[src/sv/bprt_pkg.sv]
// bprt_pkg: shared types and constants of the bitmap row to page transpose block
// payload structs for the request and response channels, the block hand-off struct
// no dependencies
package bprt_pkg;

   localparam int BYTES_PER_ROW_DEF = 16;
   localparam int PAGE_COUNT_DEF    = 8;
   localparam int ROWS_PER_PAGE     = 8;
   localparam int BAND_ROWS         = ROWS_PER_PAGE - 1;

   typedef struct packed {
      logic [7:0] pixel_byte;
      logic       frame_start;
   } req_type;

   typedef struct packed {
      logic [7:0] column_byte;
      logic       block_last;
      logic       frame_last;
   } rsp_type;

   // one 8x8 block, rows[k] is page row k with bit 7 the leftmost pixel
   typedef struct packed {
      logic [ROWS_PER_PAGE-1:0][7:0] rows;
      logic                          frame_last;
   } block_type;

endpackage

[src/sv/bprt_col_ser.sv]
// bprt_col_ser: holds one 8x8 block and sends it out as eight column bytes
// left column first, bit 0 of each byte is the top row of the page
// depends on bprt_pkg
module bprt_col_ser
   import bprt_pkg::*;
(
   input  logic      clock,
   input  logic      reset,
   input  logic      load_valid,
   output logic      load_ready,
   input  block_type load_block,
   output logic      rsp_valid,
   input  logic      rsp_ready,
   output rsp_type   rsp_data
);

   block_type block_ff;
   logic      valid_ff, valid_in;
   logic [2:0] col_ff, col_in;
   logic       last_col;
   logic [7:0] column;

   assign last_col   = (col_ff == 3'd7);
   assign load_ready = !valid_ff || (last_col && rsp_ready);

   always_comb begin
      valid_in = valid_ff;
      col_in   = col_ff;
      if (load_valid && load_ready) begin
         valid_in = 1'b1;
         col_in   = 3'd0;
      end else if (valid_ff && rsp_ready) begin
         if (last_col) begin
            valid_in = 1'b0;
         end else begin
            col_in = col_ff + 3'd1;
         end
      end
   end

   always_ff @(posedge clock) begin
      if (reset) begin
         valid_ff <= 1'b0;
         col_ff   <= 3'd0;
      end else begin
         valid_ff <= valid_in;
         col_ff   <= col_in;
      end
   end

   always_ff @(posedge clock) begin
      if (load_valid && load_ready) begin
         block_ff <= load_block;
      end
   end

   // column c takes bit 7-c of every row
   always_comb begin
      for (int k = 0; k < ROWS_PER_PAGE; k++) begin
         column[k] = block_ff.rows[k][3'd7 - col_ff];
      end
   end

   assign rsp_valid            = valid_ff;
   assign rsp_data.column_byte = column;
   assign rsp_data.block_last  = last_col;
   assign rsp_data.frame_last  = last_col && block_ff.frame_last;

endmodule

[src/sv/bitmap_row_to_page_transpose.sv]
// bitmap_row_to_page_transpose: top level, band store memory and position tracking
// depends on bprt_pkg and bprt_col_ser
//
// Takes a one-bit-per-pixel frame of PAGE_COUNT*8 rows by BYTES_PER_ROW bytes in
// row-major order (bit 7 leftmost) and returns it as display page bytes, one byte
// per pixel column with the top row of the page in bit 0. Bytes of rows 0..6 of a
// page are written into a band store of BYTES_PER_ROW entries and are taken every
// cycle; they give no result. A byte of row 7 reads its band entry into the read
// stage registers, and the completed 8x8 block then goes to a column serialiser
// that loads it into its block register and sends it out as eight column bytes. The
// serialiser sets the pace: once the read stage and the serialiser both hold a
// block, a row 7 byte is taken only when the serialiser takes the held block as
// it sends its last column byte, so receiver stalls hold row 7 bytes back too.
// frame_start puts the position back to row 0, byte 0 before its byte is taken;
// after the last byte of a frame the position wraps without it. Rows 0..6 of every
// band entry are rewritten before row 7 reads it, even after a restart mid-page.
module bitmap_row_to_page_transpose
   import bprt_pkg::*;
#(
   parameter int BYTES_PER_ROW = BYTES_PER_ROW_DEF,
   parameter int PAGE_COUNT    = PAGE_COUNT_DEF
) (
   input  logic    clock,
   input  logic    reset,
   input  logic    req_valid,
   output logic    req_ready,
   input  req_type req_data,
   output logic    rsp_valid,
   input  logic    rsp_ready,
   output rsp_type rsp_data
);

   localparam int FRAME_ROWS = PAGE_COUNT * ROWS_PER_PAGE;
   localparam int BW = (BYTES_PER_ROW > 1) ? $clog2(BYTES_PER_ROW) : 1;
   localparam int RW = $clog2(FRAME_ROWS);
   localparam logic [BW-1:0] LAST_BYTE = BW'(BYTES_PER_ROW - 1);
   localparam logic [RW-1:0] LAST_ROW  = RW'(FRAME_ROWS - 1);

   logic [BW-1:0] byte_ff, byte_in, cur_byte;
   logic [RW-1:0] row_ff, row_in, cur_row;
   logic          row7, req_xfer, wr_en, rd_en;

   logic          s1_valid_ff, s1_valid_in;
   logic [7:0]    s1_px_ff;
   logic          s1_last_ff;
   logic [BAND_ROWS-1:0][7:0] rd_data_ff;
   logic [BAND_ROWS-1:0][7:0] band_mem [BYTES_PER_ROW];

   logic      load_ready, s1_move;
   block_type load_block;

   // position as seen by this byte, frame_start applied first
   assign cur_byte = req_data.frame_start ? '0 : byte_ff;
   assign cur_row  = req_data.frame_start ? '0 : row_ff;
   assign row7     = (cur_row[2:0] == 3'(ROWS_PER_PAGE - 1));

   assign s1_move   = s1_valid_ff && load_ready;
   assign req_ready = !row7 || !s1_valid_ff || s1_move;
   assign req_xfer  = req_valid && req_ready;
   assign wr_en     = req_xfer && !row7;
   assign rd_en     = req_xfer && row7;

   always_comb begin
      byte_in = byte_ff;
      row_in  = row_ff;
      if (req_xfer) begin
         if (cur_byte == LAST_BYTE) begin
            byte_in = '0;
            row_in  = (cur_row == LAST_ROW) ? '0 : cur_row + 1'b1;
         end else begin
            byte_in = cur_byte + 1'b1;
            row_in  = cur_row;
         end
      end
   end

   always_comb begin
      s1_valid_in = s1_valid_ff;
      if (rd_en) begin
         s1_valid_in = 1'b1;
      end else if (s1_move) begin
         s1_valid_in = 1'b0;
      end
   end

   always_ff @(posedge clock) begin
      if (reset) begin
         byte_ff     <= '0;
         row_ff      <= '0;
         s1_valid_ff <= 1'b0;
      end else begin
         byte_ff     <= byte_in;
         row_ff      <= row_in;
         s1_valid_ff <= s1_valid_in;
      end
   end

   // band store: byte-lane write of rows 0..6, whole entry read on row 7
   always_ff @(posedge clock) begin
      if (wr_en) begin
         band_mem[cur_byte][cur_row[2:0]] <= req_data.pixel_byte;
      end
      if (rd_en) begin
         rd_data_ff <= band_mem[cur_byte];
      end
   end

   always_ff @(posedge clock) begin
      if (rd_en) begin
         s1_px_ff   <= req_data.pixel_byte;
         s1_last_ff <= (cur_row == LAST_ROW) && (cur_byte == LAST_BYTE);
      end
   end

   assign load_block.rows       = {s1_px_ff, rd_data_ff};
   assign load_block.frame_last = s1_last_ff;

   bprt_col_ser u_col_ser (
      .clock      (clock),
      .reset      (reset),
      .load_valid (s1_valid_ff),
      .load_ready (load_ready),
      .load_block (load_block),
      .rsp_valid  (rsp_valid),
      .rsp_ready  (rsp_ready),
      .rsp_data   (rsp_data)
   );

   // a row 7 transfer never lands on a read stage that is still held
   assert property (@(posedge clock) disable iff (reset)
      rd_en |-> (!s1_valid_ff || s1_move))
      else $error("row 7 transfer overwrote a held block");

   // a held read stage keeps its band data
   assert property (@(posedge clock) disable iff (reset)
      (s1_valid_ff && !load_ready) |=> (s1_valid_ff && $stable(rd_data_ff)))
      else $error("held band data changed");

   assert property (@(posedge clock) disable iff (reset)
      (byte_ff <= LAST_BYTE) && (row_ff <= LAST_ROW))
      else $error("position out of range");

   // a block read on a row other than the last carries no frame end flag
   assert property (@(posedge clock) disable iff (reset)
      rd_en && (cur_row != LAST_ROW) |=> !s1_last_ff)
      else $error("frame end flag on a block that is not the last");

endmodule

[config.mk]
export PLATFORM = sky130hd
export DESIGN_NAME = bitmap_row_to_page_transpose
export DESIGN_NICKNAME = d
export VERILOG_FILES = /design/src/sv/bprt_pkg.sv /design/src/sv/bprt_col_ser.sv /design/src/sv/bitmap_row_to_page_transpose.sv
export SDC_FILE = /design/constraint.sdc
export NUM_CORES = 1
export LEC_CHECK = 0
export ABC_AREA = 1
export ABC_CLOCK_PERIOD_IN_PS = 5800
export CAP_MARGIN = 0
export CORE_MARGIN = 2
export CORE_UTILIZATION = 30
export DETAILED_ROUTE_END_ITERATION = 7
export DONT_BUFFER_PORTS = 1
export HOLD_SLACK_MARGIN = 0.02
export MAX_ROUTING_LAYER = met4
export PLACE_DENSITY = 0.43
export SYNTH_ARGS = -nofsm -noshare
export SYNTH_HDL_FRONTEND = slang
export SYNTH_SLANG_ARGS = --single-unit
[constraint.sdc]
create_clock -name clock -period 5.8 [get_ports clock]
set_input_delay 1.16 -clock clock [delete_from_list [all_inputs] [get_ports clock]]
set_output_delay 1.16 -clock clock [all_outputs]
set_load 0.02 [all_outputs]
# --- Yosys cells after proc, flatten, opt, wreduce, memory -nomap -nowiden ---
# Memory sizes are Yosys's and may differ from the RTL's. A register that Yosys moved wholly into a read port is not among the register bits.
# Index checks and enable logic that the tools add are counted.
classes:
  n_eq_ne: 4
  reduce_logical: 21
  bitwise_logic: 1
  n_lt_le_gt_ge: 3
  addsub: 4
  mux: 30
ops:
  columns: ["cell", "n"]
  rows:
  - ["two-way mux 56 bit", 1]
  - ["binary-select mux 1 bit (select 3 bit)", 8]
  - ["demux 8 bit (select 3 bit)", 1]
  - ["two-way mux 6 bit", 3]
  - ["two-way mux 1 bit", 14]
  - ["logical AND 1 bit", 9]
  - ["less-than comparator 3 x 4 -> 1 bit (second input constant)", 2]
  - ["two-way mux 4 bit", 2]
  - ["two-way mux 8 bit", 1]
  - ["adder 6 x 1 -> 6 bit (second input constant)", 1]
  - ["equality test 3 bit (second input constant)", 2]
  - ["equality test 6 bit (second input constant)", 1]
  - ["nonzero test 2 bit", 3]
  - ["adder 4 x 1 -> 4 bit (second input constant)", 1]
  - ["equality test 4 bit (second input constant)", 1]
  - ["AND reduction 2 bit", 2]
  - ["adder 3 x 1 -> 3 bit (second input constant)", 1]
  - ["greater-or-equal comparator 3 x 1 -> 1 bit (second input constant)", 1]
  - ["zero test 1 bit", 3]
  - ["logical OR 1 bit", 3]
  - ["subtractor 3 bit (first input constant)", 1]
  - ["OR reduction 2 bit", 1]
  - ["NOT 1 bit", 1]
totals:
  out_inout_bits: 12
  input_bits: 13
  mem_bits_rw: 896
  mem_count: 1
  reg_bits: 89
  elab_cells: 80
mem_list:
  columns: ["name", "depth", "word_bits", "read_ports", "rd_clocked_by_memory_dff", "wr", "line_no", "text"]
  rows:
  - ["band_mem", 16, 56, 1, 1, 1, "bitmap_row_to_page_transpose.sv:47", "logic [BAND_ROWS-1:0][7:0] band_mem [BYTES_PER_ROW];"]

# --- Longest topological paths before layout ---
# Gate-level depths: netlist of the first run.
depth:
  ltp_word: 9
  mapped_depth: 14
  mapped_depth_nobuf: 12

# --- By module ---
# Synthesis of the first run repeated with hierarchy kept, for this count alone.
unflattened:
  cells_unflattened: 4012
  area_unflattened_um2: 43425.4
by_module_without_submodules:
  columns: ["module", "n_inst", "area_per_inst_um2", "seq_area_each_um2", "cells_each"]
  rows:
  - ["bitmap_row_to_page_transpose", 1, 40355.0, 29077.9, 3702]
  - ["bprt_col_ser", 1, 3070.4, 2031.9, 310]

# --- Worst setup path after synthesis of the first run ---
# Ideal clock, no wire load.
synth_timing:
  kind: "input to register"
  startpoint: "input port req_data[0] (netlist name)"
  endpoint: "register rd_data_ff (netlist bit load_block[10]) (read register of band_mem), enable pin"
  cell_stages: 11
  path_slack_ns: 1.517
  n_path_buf: 1
  arrival_ns: 3.864
  required_time_ns: 5.381
  cell_sequence: "buf_6 > inv_2 > nand2_1 > inv_1 > ha_1 > ha_1 > nand4_1 > nand2_1 > inv_1 > nand2_1 > inv_1"
synth_between:
  elab_chain_cells: 7
synth_rtl:
  columns: ["element", "line_no", "text"]
  rows:
  - ["start: declaration", "bitmap_row_to_page_transpose.sv:27", "input req_type req_data,"]
  - ["two-way mux 6 bit", "bitmap_row_to_page_transpose.sv:54", "assign cur_row = req_data.frame_start ? '0 : row_ff;"]
  - ["equality test 3 bit", "bitmap_row_to_page_transpose.sv:55", "assign row7 = (cur_row[2:0] == 3'(ROWS_PER_PAGE - 1));"]
  - ["zero test 1 bit", "bitmap_row_to_page_transpose.sv:58", "assign req_ready = !row7 || !s1_valid_ff || s1_move;"]
  - ["logical OR 1 bit (2 in series)", "bitmap_row_to_page_transpose.sv:58", null]
  - ["net req_ready", "bitmap_row_to_page_transpose.sv:26", "output logic req_ready,"]
  - ["logical AND 1 bit", "bitmap_row_to_page_transpose.sv:59", "assign req_xfer = req_valid && req_ready;"]
  - ["logical AND 1 bit", "bitmap_row_to_page_transpose.sv:61", "assign rd_en = req_xfer && row7;"]
  - ["net rd_en", "bitmap_row_to_page_transpose.sv:41", "logic row7, req_xfer, wr_en, rd_en;"]
  - ["end: declaration", "bitmap_row_to_page_transpose.sv:46", "logic [BAND_ROWS-1:0][7:0] rd_data_ff;"]
# The timed path passes the listed nets, and every way through them passes these cells.
# A chain may end at the register's enable or synchronous reset.

==> metrics.txt, run 1 <==
vias in the first global route=between 20000 and 30000; Worst-Skew Late Latency=between 700 and 800 ps; Die ar.=roughly 140000 µm²; relative slew slack=about a fifth; number of synthesized register bits=about 1000; I/O pin count=25; sequential cell area fraction in the yosys report=roughly 76%; pin count of the biggest net entering global routing=around 160; average wire per standard cell=between 20 and 25 µm; fmax=approximately 0.24 GHz; Synth Area per Inst=approximately 13 µm²; setup repair bufs after CTS=0; Fin Setup TNS=0 ps; total grt overflow=0; Worst path top cell family by delay=buffers and inverters; Mapped Cells=~3200; Setup violations, final=0; post-synthesis net count=3250; Primary FF master, synth=edfxtp_1; Initial Util=a little under a third; Critical Path AT=slightly above 3000 ps; clock sink count=1041; top cells by area, synth=edfxtp_1 75%, nor2_1 6.9%, o21ai_0 6.6%; Die Wd=373 µm; GR Layer Usage met3=2.76%; Port Buffer Count=0; RSZ-0062 raised after global routing=no; initial antenna violation count=3; root buffer cell=clkbuf_16; clock buffer depth=3; DRC Markers=0; worst vdd ir=between 0.2 and 0.25 mV; fillers=roughly 13000; final hold violations=0; pre-CTS setup slack=approximately 1400 ps; worst min-delay path class=reg -> reg; Layout Nets=around 3300; most used cell, CP=buf_4; Die Ht=373 µm; CP Cell Sequence=buf_4 > inv_1 > buf_4 > o21ai_0 > o22ai_1 > nor2_1 > a31oi_1; met1 track demand over resource=about a quarter; drt total wl=between 100000 and 150000 µm; final critical-path required period=approximately 4200 ps; Critical-path top delay cell=a31oi_1; H-tree Lvls=3; post_cts resized=0; Final period util=roughly 72%; cell area after synthesis=roughly 41000 µm²; clock skew=about 26 ps; pwr/cell area=~340 nW/µm²; Post-DP HPWL=slightly below 70000 µm; RD Place Congestion=about 0.80; number of DRC markers in iteration 0=between 2000 and 2500; Synth async-reset ratio=0%; ANT nets after route=0; clk slew on worst S/H paths=around 60 ps; Lkg Pwr=between 15 and 20 nW; global-route wire length before repair=around 180000 µm; Hold Path Depth=0; number of synthesized flops with an enable pin=approximately 1000; Tot GR Track Use=~18%; worst path required time=between 4000 and 5000 ps; most frequent cell after synthesis=edfxtp_1; CTS tree=built; CP startpoint kind=flop; via density per instance=4.89; total iterations of the first detailed-routing run=6; distinct cell type count after synthesis=31; Crit Path Class=reg -> out; CP Buf/Inv Count=3; Layout area overhead=14.8%; maxcap violations=0; share of the synthesized area in the top cell type=75.5%; FP Rows=approximately 140; status=complete, no violations; crit-path max cell delay=~580 ps; Max Slew Vio Count=0; R2R cell count=10; GRT Max-Usage Layer=met2; layout cells sized above 1=a little over 9%; via count=about 25000; total CTS buffers=111; setup slack after layout=1610 ps; Post-synth top cells=1026 x edfxtp_1, 746 x nor2_1, 535 x o21ai_0; met2 usage in global routing=27.7%; Post-CTS Hold Buffers=0; CP max FO=34; largest area contributor in the netlist=edfxtp_1; CP Capture Type=output pin; Synth warnings=0; cell depth of the worst setup path=7; worst-margin pin slew=1180 ps; Core Region=135000 µm²
-- layout make-up --
| class | instances | area [µm²] | area share, % |
|---|---|---|---|
| clock inverters | 69 | 603 | 1.29 |
| repair buffers | 137 | 1070 | 2.27 |
| well taps | 1781 | 2230 | 4.75 |
| inverters | 86 | 332 | 0.707 |
| multi-input cells | 1908 | 8550 | 18.3 |
| diodes | 3 | 7.51 | 0.0160 |
| clock buffers | 138 | 2960 | 6.32 |
| flip-flops and latches | 1041 | 31100 | 66.4 |
-- worst paths after layout --
path,startpoint,endpoint,slack [ps]
worst max-delay path,u_col_ser.col_ff[0],rsp_data[7],1610
worst max register to register,byte_ff[0],load_block[44],1980
worst min-delay path,load_block[10],u_col_ser.block_ff[10],420
worst min register to register,load_block[10],u_col_ser.block_ff[10],420
-- per-layer routing --
metal | up-vias | wire (µm)
li1 | 11700 | -
met1 | 12700 | 56200
met2 | 683 | 56300
met3 | 148 | 6330
met4 | 0 | 2490
met5 | - | 0
-- stage by stage --
step | util (%) | power, mW | instance area [µm²] | instances | hold WS (ps)
floorplan | - | 8.83 | 40800 | 3229 | 400
global placement | 32.0 | 9.08 | 43300 | 4953 | 400
detailed placement | 32.0 | 9.07 | 43300 | 4953 | 405
CTS | 34.6 | 16.1 | 46900 | 5160 | 417
global route | 34.6 | 16.5 | 46900 | 5162 | 424
finish | 34.6 | 15.9 | 46900 | 5163 | 416
-- report_power, final --
group          switching [mW]  internal (mW)  leakage [nW]
clock network            2.94           4.09          1.74
logic                   0.480          0.154          4.27
registers             0.00780           8.27          9.35
total                    3.42           12.5          15.4
-- placed cells by master, fill, tap and decap left out, types with 2 or more instances in the layout --
master,n
edfxtp_1,1026
nor2_1,746
o21ai_0,535
nand2_1,317
buf_4,134
o22ai_1,118
clkbuf_16,115
inv_1,78
nand3_1,74
o21ai_1,65
clkinv_1,31
clkbuf_1,23
clkinv_2,21
dfxtp_1,14
bufinv_16,11
a21oi_1,9
a31oi_1,8
ha_1,8
inv_2,6
nor2_4,4
nand2_2,4
o211ai_1,4
clkinvlp_4,4
diode_2,3
nand4_1,3
inv_6,3
buf_12,3
nand2_8,2
nor3_1,2
mux2_2,2
-- state kept, by name, indices dropped and copies added (netlist names) --
| name | count |
|---|---|
| row_ff | 6 |
| byte_ff | 4 |
| u_col_ser.rsp_valid | 1 |
| s1_px_ff | 8 |
| band_mem | 896 |
| s1_valid_ff | 1 |
| u_col_ser.col_ff | 3 |
| load_block | 56 |
| u_col_ser.block_ff | 65 |
| s1_last_ff | 1 |
-- kinds of logic (layout without fill, tap and decap cells) --
kind of cell / Yosys count / after routing / share of synthesized area (%)
XOR/XNOR: 2 / 2 / 0.0429
buffers and inverters: 280 / 430 / 2.95
flip-flops: 1041 / 1041 / 76.2
other: 0 / 3 / 0
AND/OR/NAND/NOR: 1156 / 1156 / 11.0
AO/OA/AOI/OAI: 740 / 740 / 9.49
adder cells (fa/ha/maj): 8 / 8 / 0.245
multiplexers: 2 / 2 / 0.0552
No activity file was read; power rests on OpenSTA's default activity.
==> run 2: changes to the inputs <==
Settings changed: ABC_CLOCK_PERIOD_IN_PS 5800 to 3700, PLACE_DENSITY 0.43 to 0.44.
Clock period 5.8 ns to 3.7 ns, I/O delays scaled along.
==> metrics.txt, run 2 (synthesis results as in run 1) <==
clock buffer depth=3 (unchanged); Post-CTS Hold Buffers=0 (unchanged); average wire per standard cell=22.9 µm (-2.4%); Die Ht=373 µm (unchanged); via density per instance=4.86 (-0.61%); Layout area overhead=14.7% (about the same); H-tree Lvls=3 (unchanged); root buffer cell=clkbuf_16; clock skew=26.5 ps (+0.462 ps); r2r startpoint=byte_ff[0]; worst min-delay path class=in -> reg; vias in the first global route=25100 (-2.0%); WHS=103 ps (-313 ps); Setup violations, final=0 (unchanged); RD Place Congestion=0.814 (+1.9%); CP max FO=11 (-68%); CP Capture Type=output pin; Crit Path Class=reg -> out; max reg flops=896 (unchanged); total CTS buffers=110 (-0.90%); Critical Path Start=u_col_ser.col_ff[1]; total grt overflow=0 (unchanged); hold_sp=reset; pin count of the biggest net entering global routing=225 (+44%); GRT Max-Usage Layer=met2; Fin Setup TNS=0 ps (unchanged); worst-margin pin slew=1170 ps (-9.50 ps); commonest non-fill, non-tap cell in the layout=edfxtp_1; pwr/cell area=540 nW/µm² (+59%); Max Slew Vio Count=0 (unchanged); Die Wd=373 µm (unchanged); I/O pin count=25 (unchanged); Initial Util=30.2% (unchanged); fmax=just under 0.3 GHz; Layout Nets=3271 (-1.1%); Core Region=135000 µm² (unchanged); worst path required time=2960 ps (-1680 ps); layout cells sized above 1=8.64% (-0.65 points); Lkg Pwr=15.2 nW (-0.84%); Worst-Skew Late Latency=710 ps (about the same); total iterations of the first detailed-routing run=7 (+1); ANT nets after route=0 (unchanged); Critical Path AT=2650 ps (-380 ps); met2 usage in global routing=27.1% (-0.51 points); CP startpoint kind=flop; RSZ-0062 raised after global routing=no; relative slew slack=22.0% (+0.63 points); DRC Markers=0 (unchanged); via count=24900 (-1.3%); setup repair bufs after CTS=0 (unchanged); Tot GR Track Use=17.2% (-0.60 points); global-route wire length before repair=172000 µm (-3.5%); drt total wl=118000 µm (-3.1%); clock sink count=1041 (unchanged); final critical-path required period=roughly 3400 ps; Port Buffer Count=0 (unchanged); maxcap violations=0 (unchanged); initial antenna violation count=3 (unchanged); Die ar.=139000 µm² (unchanged); Final period util=between 90 and 100%; number of DRC markers in iteration 0=2324 (-6.5%); final hold violations=0 (unchanged); post_cts resized=0 (unchanged); status=complete, no violations; FP Rows=135 (unchanged); Post-DP HPWL=66800 µm (-1.3%); worst vdd ir=0.371 mV (+51%); clk slew on worst S/H paths=60 ps (about the same); CTS tree=built; met1 track demand over resource=22.9% (-1.4 points); most frequent cells in the layout=1026 x edfxtp_1, 746 x nor2_1, 535 x o21ai_0; GR Layer Usage met3=2.59% (-0.17 points)
[run 2: cell types whose count changed in the layout (fill, tap and decap cells not counted), sizes merged]
cell,delta
buf,-34
bufinv,+5
clkbuf,-10
clkinv,+4
clkinvlp,+3
diode,-2
inv,-2
[run 2: path summary, 6_finish.rpt]
check                           end  cells after the start  slack [ps]
max                     rsp_data[2]                      8         310
min reg2reg  u_col_ser.block_ff[36]                      0         410
min             u_col_ser.col_ff[0]                      1         100
max reg2reg        band_mem[15][11]                      6         690
[run 2: power by group]
part	leakage (nW)	switching, mW	internal [mW]	total (mW)
Clock	1.81	4.65	6.71	11.4
Sequential	9.35	0.0118	13.0	13.0
Combinational	4.08	0.707	0.249	0.956
[run 2: through the flow]
stage	cell area, µm²	worst slack [ps]	instances	power (mW)	utilization (%)
after CTS	46800	187	5126	25.6	34.6
after global placement	43100	249	4919	14.2	31.9
after detailed placement	43100	271	4919	14.2	31.9
final	46800	315	5127	25.3	34.6
after floorplan	40800	83.7	3229	13.8	-
after global routing	46800	83.5	5126	26.1	34.6
[run 2: critical path, stage by stage (launching register included)]
cell     delay, ps
dfxtp_1        330
buf_4          210
inv_1          400
buf_4          310
o21ai_0        110
o22ai_1        130
nor2_1          60
a31oi_1        170
buf_4          210
[run 2: layout make-up]
type,instances,area (µm²)
clock buffer,128,2910
timing repair buffer,103,886
fill,13300,88500
tap,1781,2230
inverter,86,335
multi-input combinational,1908,8550
antenna,1,2.50
sequential,1041,31100
clock inverter,79,803
[run 2: per-layer routing]
layer,up-vias,part of all wire [%],wire length [µm]
met5,-,0,0
met4,0,2.6,3030
met3,180,5.2,6120
met2,655,47,55200
met1,12500,45,53100
li1,11600,-,-
